$ cat src/design/fdes_pkg.sv
// ----------------------------------------------------------------------------
// fdes_pkg
// shared types, constants and helpers for the directory entry scanner
// ----------------------------------------------------------------------------
package fdes_pkg;

  // one directory byte
  typedef struct packed {
    logic [7:0] entry_byte;
    logic       new_scan;
  } fdes_in_t;

  // one result per 32-byte entry
  typedef struct packed {
    logic [1:0]  entry_status;
    logic [15:0] visible_index;
    logic [63:0] name_low;
    logic [31:0] name_high;
    logic [3:0]  name_length;
    logic [7:0]  attribute_bits;
    logic [31:0] cluster_start;
    logic [31:0] size_bytes;
  } fdes_out_t;

  // entry status codes
  localparam logic [1:0] STATUS_SKIP    = 2'd0;
  localparam logic [1:0] STATUS_VISIBLE = 2'd1;
  localparam logic [1:0] STATUS_MATCH   = 2'd2;

  // register indexes (address bits [5:3])
  localparam logic [2:0] REG_SEARCH_MODE   = 3'd0;
  localparam logic [2:0] REG_TARGET_LOW    = 3'd1;
  localparam logic [2:0] REG_TARGET_HIGH   = 3'd2;
  localparam logic [2:0] REG_TARGET_LENGTH = 3'd3;
  localparam logic [2:0] REG_TARGET_INDEX  = 3'd4;

  // search modes
  localparam logic MODE_NAME  = 1'b0;
  localparam logic MODE_INDEX = 1'b1;

  // byte markers
  localparam logic [7:0] FREE_MARK    = 8'h00;
  localparam logic [7:0] DELETED_MARK = 8'hE5;
  localparam logic [7:0] SKIP_ATTRS   = 8'h0E;
  localparam logic [7:0] SPACE_CHAR   = 8'h20;
  localparam logic [7:0] DOT_CHAR     = 8'h2E;

  // byte positions inside an entry
  localparam logic [4:0] POS_FIRST     = 5'd0;
  localparam logic [4:0] POS_EXT_FIRST = 5'd8;
  localparam logic [4:0] POS_EXT_LAST  = 5'd10;
  localparam logic [4:0] POS_ATTR      = 5'd11;
  localparam logic [4:0] POS_CLHI_LO   = 5'd20;
  localparam logic [4:0] POS_CLHI_HI   = 5'd21;
  localparam logic [4:0] POS_CLLO_LO   = 5'd26;
  localparam logic [4:0] POS_CLLO_HI   = 5'd27;
  localparam logic [4:0] POS_SIZE_0    = 5'd28;
  localparam logic [4:0] POS_SIZE_1    = 5'd29;
  localparam logic [4:0] POS_SIZE_2    = 5'd30;
  localparam logic [4:0] POS_LAST      = 5'd31;

  localparam int          NAME_CHARS = 12;
  localparam logic [3:0]  NAME_MAX   = 4'd12;

  // lower ascii A..Z only
  function automatic logic [7:0] lower_ascii(input logic [7:0] c);
    logic [7:0] r;
    r = c;
    if (c >= 8'h41 && c <= 8'h5A) begin
      r = c + 8'h20;
    end
    return r;
  endfunction

endpackage

$ cat src/design/fat_directory_entry_scanner_top.sv
// ----------------------------------------------------------------------------
// fat_directory_entry_scanner_top
// assembles fat32 directory entries from a byte stream and reports each one
// ----------------------------------------------------------------------------
// The block takes one directory byte per cycle whenever the input is not
// stalled: name compaction (space removal, lowering, dot insertion) is
// built up byte by byte as the name arrives, so the only wide logic at the
// end of an entry is the 12-character name compare and the output mux,
// both landing in the result register. A result appears in the cycle after
// the 32nd byte of an entry is accepted. The input side stalls only while
// a finished result sits in the result register and the consumer is not
// taking it. Registers are written through the apb-style port at byte
// address 8*i and should only be changed while no entry is in progress.
// ----------------------------------------------------------------------------
module fat_directory_entry_scanner_top #(
  parameter int INDEX_WIDTH = 16
) (
  input  logic                clk,
  input  logic                rst,
  // byte input
  input  logic                in_valid,
  output logic                in_ready,
  input  fdes_pkg::fdes_in_t  in_data,
  // result output
  output logic                out_valid,
  input  logic                out_ready,
  output fdes_pkg::fdes_out_t out_data,
  // register port
  input  logic                psel,
  input  logic                penable,
  input  logic                pwrite,
  input  logic [5:0]          paddr,
  input  logic [63:0]         pwdata,
  output logic [63:0]         prdata,
  output logic                pready
);
  import fdes_pkg::*;

  // compare width covers both the counter and the 16-bit target index
  localparam int CMP_W = (INDEX_WIDTH > 16) ? INDEX_WIDTH : 16;

  // configuration registers
  logic        search_mode;
  logic [63:0] target_name_low;
  logic [31:0] target_name_high;
  logic [3:0]  target_name_length;
  logic [15:0] target_index;

  // entry assembly state
  logic [4:0]             byte_position;
  logic [INDEX_WIDTH-1:0] visible_count, visible_count_next;
  logic [7:0]             name_chars [NAME_CHARS];
  logic [7:0]             name_chars_next [NAME_CHARS];
  logic [3:0]             name_count, name_count_next;
  logic                   skip_mark, skip_mark_next;     // free or deleted
  logic                   ext_present, ext_present_next;
  logic [7:0]             attribute_store, attribute_store_next;
  logic [15:0]            cluster_high_store, cluster_high_store_next;
  logic [15:0]            cluster_low_store, cluster_low_store_next;
  logic [31:0]            size_store, size_store_next;

  logic       accept;
  logic [4:0] pos;
  logic [7:0] cur_byte;
  logic [7:0] cur_lower;
  logic       cur_space;
  logic       cfg_write;

  // ------------------------------------------------------------------
  // register port
  // ------------------------------------------------------------------
  assign pready    = 1'b1;
  assign cfg_write = psel && penable && pwrite;

  always_ff @(posedge clk) begin
    if (rst) begin
      search_mode        <= MODE_NAME;
      target_name_low    <= '0;
      target_name_high   <= '0;
      target_name_length <= '0;
      target_index       <= '0;
    end else if (cfg_write) begin
      case (paddr[5:3])
        REG_SEARCH_MODE:   search_mode        <= pwdata[0];
        REG_TARGET_LOW:    target_name_low    <= pwdata;
        REG_TARGET_HIGH:   target_name_high   <= pwdata[31:0];
        REG_TARGET_LENGTH: target_name_length <= pwdata[3:0];
        REG_TARGET_INDEX:  target_index       <= pwdata[15:0];
        default: ;  // addresses past the last register are ignored
      endcase
    end
  end

  always_comb begin
    case (paddr[5:3])
      REG_SEARCH_MODE:   prdata = {63'd0, search_mode};
      REG_TARGET_LOW:    prdata = target_name_low;
      REG_TARGET_HIGH:   prdata = {32'd0, target_name_high};
      REG_TARGET_LENGTH: prdata = {60'd0, target_name_length};
      REG_TARGET_INDEX:  prdata = {48'd0, target_index};
      default:           prdata = '0;
    endcase
  end

  // ------------------------------------------------------------------
  // input handshake: stall only while an untaken result is held
  // ------------------------------------------------------------------
  assign in_ready  = !out_valid || out_ready;
  assign accept    = in_valid && in_ready;
  assign cur_byte  = in_data.entry_byte;
  assign cur_lower = lower_ascii(cur_byte);
  assign cur_space = (cur_byte == SPACE_CHAR);
  // new_scan forces this byte to be byte 0 of an entry
  assign pos       = in_data.new_scan ? POS_FIRST : byte_position;

  // ------------------------------------------------------------------
  // per-byte assembly: name is compacted as it arrives
  // ------------------------------------------------------------------
  always_comb begin
    name_chars_next         = name_chars;
    name_count_next         = name_count;
    skip_mark_next          = skip_mark;
    ext_present_next        = ext_present;
    attribute_store_next    = attribute_store;
    cluster_high_store_next = cluster_high_store;
    cluster_low_store_next  = cluster_low_store;
    size_store_next         = size_store;

    if (pos == POS_FIRST) begin
      // fresh entry: clear name, first character goes to slot 0
      for (int k = 0; k < NAME_CHARS; k++) begin
        name_chars_next[k] = '0;
      end
      skip_mark_next  = (cur_byte == FREE_MARK) || (cur_byte == DELETED_MARK);
      name_count_next = '0;
      if (!cur_space) begin
        name_chars_next[0] = cur_lower;
        name_count_next    = 4'd1;
      end
    end else if (pos < POS_EXT_FIRST) begin
      if (!cur_space) begin
        name_chars_next[name_count] = cur_lower;
        name_count_next             = name_count + 4'd1;
      end
    end else if (pos == POS_EXT_FIRST) begin
      // extension present: dot then the first extension character
      ext_present_next = !cur_space;
      if (!cur_space) begin
        name_chars_next[name_count]        = DOT_CHAR;
        name_chars_next[name_count + 4'd1] = cur_lower;
        name_count_next                    = name_count + 4'd2;
      end
    end else if (pos <= POS_EXT_LAST) begin
      if (ext_present && !cur_space) begin
        name_chars_next[name_count] = cur_lower;
        name_count_next             = name_count + 4'd1;
      end
    end else if (pos == POS_ATTR) begin
      attribute_store_next = cur_byte;
    end else if (pos == POS_CLHI_LO) begin
      cluster_high_store_next[7:0] = cur_byte;
    end else if (pos == POS_CLHI_HI) begin
      cluster_high_store_next[15:8] = cur_byte;
    end else if (pos == POS_CLLO_LO) begin
      cluster_low_store_next[7:0] = cur_byte;
    end else if (pos == POS_CLLO_HI) begin
      cluster_low_store_next[15:8] = cur_byte;
    end else if (pos == POS_SIZE_0) begin
      size_store_next[7:0] = cur_byte;
    end else if (pos == POS_SIZE_1) begin
      size_store_next[15:8] = cur_byte;
    end else if (pos == POS_SIZE_2) begin
      size_store_next[23:16] = cur_byte;
    end else if (pos == POS_LAST) begin
      size_store_next[31:24] = cur_byte;
    end
  end

  always_ff @(posedge clk) begin
    if (rst) begin
      byte_position <= POS_FIRST;
      name_count    <= '0;
    end else if (accept) begin
      byte_position <= pos + 5'd1;  // wraps after the last byte
      name_count    <= name_count_next;
    end
  end

  always_ff @(posedge clk) begin
    if (accept) begin
      name_chars         <= name_chars_next;
      skip_mark          <= skip_mark_next;
      ext_present        <= ext_present_next;
      attribute_store    <= attribute_store_next;
      cluster_high_store <= cluster_high_store_next;
      cluster_low_store  <= cluster_low_store_next;
      size_store         <= size_store_next;
    end
  end

  // ------------------------------------------------------------------
  // end of entry: classify, compare, count
  // ------------------------------------------------------------------
  logic                   entry_done;
  logic                   entry_skip;
  logic [INDEX_WIDTH-1:0] count_base;   // count after a possible new_scan clear
  logic [CMP_W-1:0]       count_ext;
  logic [7:0]             target_chars [NAME_CHARS];
  logic                   name_equal;
  logic                   index_equal;
  logic [1:0]             status;
  fdes_out_t              result;

  assign entry_done = accept && (pos == POS_LAST);
  assign entry_skip = skip_mark || ((attribute_store & SKIP_ATTRS) != 8'd0);
  assign count_base = in_data.new_scan ? '0 : visible_count;
  assign count_ext  = CMP_W'(count_base);

  always_comb begin
    for (int k = 0; k < 8; k++) begin
      target_chars[k] = lower_ascii(target_name_low[8*k +: 8]);
    end
    for (int k = 0; k < 4; k++) begin
      target_chars[8 + k] = lower_ascii(target_name_high[8*k +: 8]);
    end
  end

  always_comb begin
    name_equal = (target_name_length == name_count);
    for (int k = 0; k < NAME_CHARS; k++) begin
      if ((4'(k) < name_count) && (target_chars[k] != name_chars[k])) begin
        name_equal = 1'b0;
      end
    end
  end

  assign index_equal = (count_ext == CMP_W'(target_index));

  always_comb begin
    if (entry_skip) begin
      status = STATUS_SKIP;
    end else if (search_mode == MODE_INDEX) begin
      status = index_equal ? STATUS_MATCH : STATUS_VISIBLE;
    end else begin
      status = name_equal ? STATUS_MATCH : STATUS_VISIBLE;
    end
  end

  // saturating visible count
  always_comb begin
    visible_count_next = count_base;
    if (entry_done && !entry_skip && (count_base != '1)) begin
      visible_count_next = count_base + INDEX_WIDTH'(1);
    end
  end

  always_ff @(posedge clk) begin
    if (rst) begin
      visible_count <= '0;
    end else if (accept) begin
      visible_count <= visible_count_next;
    end
  end

  always_comb begin
    result.entry_status  = status;
    result.visible_index = count_ext[15:0];
    for (int k = 0; k < 8; k++) begin
      result.name_low[8*k +: 8] = entry_skip ? 8'd0 : name_chars[k];
    end
    for (int k = 0; k < 4; k++) begin
      result.name_high[8*k +: 8] = entry_skip ? 8'd0 : name_chars[8 + k];
    end
    result.name_length    = entry_skip ? 4'd0 : name_count;
    result.attribute_bits = attribute_store;
    result.cluster_start  = {cluster_high_store, cluster_low_store};
    result.size_bytes     = size_store_next;
  end

  // ------------------------------------------------------------------
  // result register
  // ------------------------------------------------------------------
  always_ff @(posedge clk) begin
    if (rst) begin
      out_valid <= 1'b0;
    end else if (entry_done) begin
      out_valid <= 1'b1;
    end else if (out_ready) begin
      out_valid <= 1'b0;
    end
  end

  always_ff @(posedge clk) begin
    if (entry_done) begin
      out_data <= result;
    end
  end

  // ------------------------------------------------------------------
  // checks
  // ------------------------------------------------------------------
  // the last byte of an entry always produces a result next cycle
  a_result_follows_last: assert property (@(posedge clk) disable iff (rst)
    entry_done |=> out_valid)
    else $error("no result after last entry byte");

  // compacted name never exceeds twelve characters
  a_name_bound: assert property (@(posedge clk) disable iff (rst)
    name_count <= NAME_MAX)
    else $error("name character count out of range");

  // skipped entries carry an empty name
  a_skip_empty_name: assert property (@(posedge clk) disable iff (rst)
    (out_valid && out_data.entry_status == STATUS_SKIP) |->
      (out_data.name_length == 4'd0 && out_data.name_low == 64'd0 &&
       out_data.name_high == 32'd0))
    else $error("skipped entry with a name");

  // visible count moves only on a visible entry or a new scan
  a_count_moves: assert property (@(posedge clk) disable iff (rst)
    (!accept || (!entry_done && !in_data.new_scan)) |=> $stable(visible_count))
    else $error("visible count changed outside an entry end");

endmodule
$ cat config.mk
export PLATFORM = sky130hd
export DESIGN_NAME = fat_directory_entry_scanner_top
export DESIGN_NICKNAME = d
export VERILOG_FILES = /design/src/design/fdes_pkg.sv /design/src/design/fat_directory_entry_scanner_top.sv
export SDC_FILE = /design/constraint.sdc
export NUM_CORES = 1
export LEC_CHECK = 0
export BUFFER_PORTS_ARGS = -buffer_cell sky130_fd_sc_hd__buf_4
export CAP_MARGIN = 10
export CORE_MARGIN = 2
export CORE_UTILIZATION = 40
export DETAILED_ROUTE_END_ITERATION = 6
export GPL_TIMING_DRIVEN = 0
export PLACE_DENSITY = 0.72
export SETUP_SLACK_MARGIN = 0.4
export SYNTH_ARGS = -nofsm -noshare
export SYNTH_HDL_FRONTEND = slang
export SYNTH_SLANG_ARGS = --single-unit
$ cat constraint.sdc
create_clock -name clk -period 6.4 [get_ports clk]
set_input_delay 0.32 -clock clk [delete_from_list [all_inputs] [get_ports clk]]
set_output_delay 0.32 -clock clk [all_outputs]
set_load 0.01 [all_outputs]
==> results.cfg <==
[grt]
grt_max_degree = 48
gr-usage-all-layers_pct = 25.3
grt_pass1_wl_um = 113000
grt_pass1_vias = 18400
antenna_found_initial = 8
grt_overflow = 0

[synthesis]
synth_top_area_share_pct = 47.5
syn_nets = 2194
syn_inst = 2082
synth_common_cells = edfxtp_1 (360), nand2_1 (326), nor2_1 (180), a21oi_1 (155), dfxtp_1 (143)
synth_top_area_cell = edfxtp_1
synthFlopType = edfxtp_1
synth_cell_type_count = 78
synth-edff-count = 360
yosys_warnings = 0
ys_seq_elements = 503
yosysMostFrequentCell = edfxtp_1
synth.area.top_cells = edfxtp_1 (47%), dfxtp_1 (13%), nand2_1 (5.4%)
yosysSeqAreaShare_pct = 60.0
avgSynthCellArea_um2 = 10.9
synthesis.area_um2 = 22800
ys_async_sr_fraction_pct = 0

[floorplanning]
die_h_um = 243
die_w_um = 243
die-area_um2 = 58800
core_um2 = 56400
initial_utilization_pct = 40.4
ios = 343
core.rowCount = 87

[timing]
finalCriticalPeriod_ns = 4.31
fin_skew_ns = 0.0361
min_period_over_period_pct = 67.3
drv_slew = 0
worst_pin_slew_ns = 1.08
setup_viol_count_final = 0
rsz0062_at_grt = false
fin_ws_ns = 2.09
fmax_mhz = 232
relSlewSlack_pct = 27.6
hold_violations = 0

[worst_setup_path]
cp_top_family = buffers and inverters
cp-end-kind = flip-flop
startpoint_type = input pin
cp_slowest_cell = clkbuf_1
cp_data_arrival_time_ns = 4.62
crit_chain = buf_2 -> buf_1 -> clkbuf_1 -> nand2b_1 -> ha_1 -> clkbuf_1 -> inv_1 -> nor2_1 -> clkbuf_1 -> clkbuf_1 -> clkbuf_1 -> nor2_1
cpMostUsedCell = clkbuf_1
cp_max_fo = 10
critPathRequiredTime_ns = 6.71
path_buf_inv = 8
crit_type = in -> reg
r2r_setup_slack_ns = 2.64
max_stage_delay_ns = 0.60

[pwr]
p_clk_share_pct = 44.7
p_sw_mw = 1.65
finalPower_mw = 7.25
comb_power_share_pct = 5.7
leakagePower_nw = 10.4
p_per_area_nw_per_um2 = 249
seq_power_share_pct = 49.6
switching_share_pct = 22.8
intPower_mw = 5.60
ir_drop_uv = 209

[layout]
fin_util_pct = 51.7
design_area_um2 = 29100
regArea_um2 = 13700
fin_cells = 3365
nNetsFinal = 2671
fillCellCount = 5015
drive_above_1_share_pct = 19.6
area_growth_pct = 27.9
multi_input_area_um2 = 8550

[drt]
drt-pass1-iter-count = 6
wl_met3_um = 6760
viasPerCell = 5.62
via_count = 18900
drcViolationCount = 0
met2_length_um = 35700
top_layer = met5
postRouteAntennaNets = 0
wire_per_inst_um = 22.8
drt-met1-wl_um = 31000
drtIter0Drc = 2186
drt-total-wl_um = 76600

[placement]
place_area_um2 = 26600
buffer_ports.inserted = 336
dp.cells = 3191
pre_cts_slack_ns = 1.66
dpl.hpwl_um = 56100
place_congestion = 0.933

[clocking]
clk_latency_ns = 0.62
cts_root_buf = clkbuf_16
cts_buffer_depth = 3
cts_tree = built
numClockSinks = 503
cts.clk_slew.worst_paths_ns = 0.06
cts_resized = 0
cts_buffers = 53
htreeDepth = 2

[outcome]
outcome = complete, no violations

[worst_hold_path]
min-delay-path-class = in -> reg

[job]
max_cap_viol_count = 0
[worst reg2reg max path: cells and delay by family, from the launching register on]
kind	cells	cell delay [ns]
simple gates	3	0.70
buf+inv	6	2.27
fa+ha+maj	1	0.15
flops	1	0.34
[layout by cell type (no fill, tap or decap), types with 9 or more instances in the layout]
cell type      netlist  routed
a31oi_1             14      14
nand2_1            326     326
nor2b_1             28      28
edfxtp_1           360     360
buf_4                1     340
nor2_1             180     180
clkinv_1             0       9
dlygate4sd3_1        0      69
and2_1             125     125
o22ai_1             35      35
nor4_1              11       9
xor2_1              52      52
nand4_1             21      21
a22oi_1             72      72
nand3_1             25      25
o221a_2             12      12
xnor2_1             65      65
nor3_1              32      32
o21a_1              12      12
inv_1               29      28
a22o_1              23      23
ha_1                26      26
mux2_2              33      33
a21oi_1            155     155
clkbuf_16            0      55
o21ai_0             44      44
dfxtp_1            143     143
clkinv_2             0       9
clkbuf_1            98     105
[what timing repair did]
| action | CTS | global route |
|---|---|---|
| hold endpoints to repair | 139 | 0 |
| hold buffers | 69 | 0 |
| buffers inserted | 0 | 0 |
[sequential cells by signal, summed over array words and instances, names as in the netlist, 5 cells and up]
name / flops
target_name_high: 32
out_data: 190
cluster_high_store: 16
cluster_low_store: 16
name_chars: 96
target_name_low: 64
byte_position: 5
attribute_store: 8
size_store: 32
target_index: 16
visible_count: 16
[final cells by class]
type	instances	area share, %
Inverter	29	0.387
Multi-Input combinational cell	1436	29.4
Timing Repair Buffer	422	12.1
Clock inverter	33	1.34
Antenna cell	6	0.0516
Tap cell	756	3.25
Clock buffer	66	4.97
Sequential cell	503	46.9
Buffer	114	1.59
[power by group through the flow]
stage          Clock, mW  Sequential, mW  Combinational [mW]
2_1_floorplan          0            3.63               0.205
3_3_place_gp           0            3.66               0.345
3_5_place_dp           0            3.66               0.371
4_1_cts             3.27            3.59               0.409
5_1_grt             3.41            3.60               0.446
6_report            3.24            3.59               0.416
[layer usage]
layer | track usage (%) | vias up
met3 | 5.16 | 165
met5 | 0 | -
met1 | 33.3 | 9317
met4 | 10.3 | 2
li1 | - | 8507
met2 | 41.0 | 926
[per-stage QoR]
step,setup TNS [ns],hold slack [ns]
final,0,0.0323
after global routing,0,0.0296
after CTS,0,0.00984
after detailed placement,0,0.405
after global placement,-210.85,0.402
after floorplan,0,0.400
[path summary, 6_finish.rpt]
kind	startpoint	to	cells after the start
setup / recovery	in_data[0]	name_chars[76]	12
hold reg to reg	cluster_high_store[12]	out_data[60]	0
hold / removal	in_data[7]	cluster_high_store[6]	1
setup reg to reg	byte_position[0]	name_chars[76]	10
[logic make-up (layout without fill, tap and decap cells)]
logic type,count (synthesis),after routing,share of synthesized area [%]
muxes,39,39,1.90
and+or+nand+nor,800,800,16.4
buffers and inverters,143,664,2.51
other,1,7,0.0165
xor gates and xnor gates,117,117,4.50
adders and majority gates,26,26,1.43
AOI/OAI and AO/OA,453,453,13.2
DFF,503,503,60.0
Note: power is estimated with default switching activity, not from simulation.
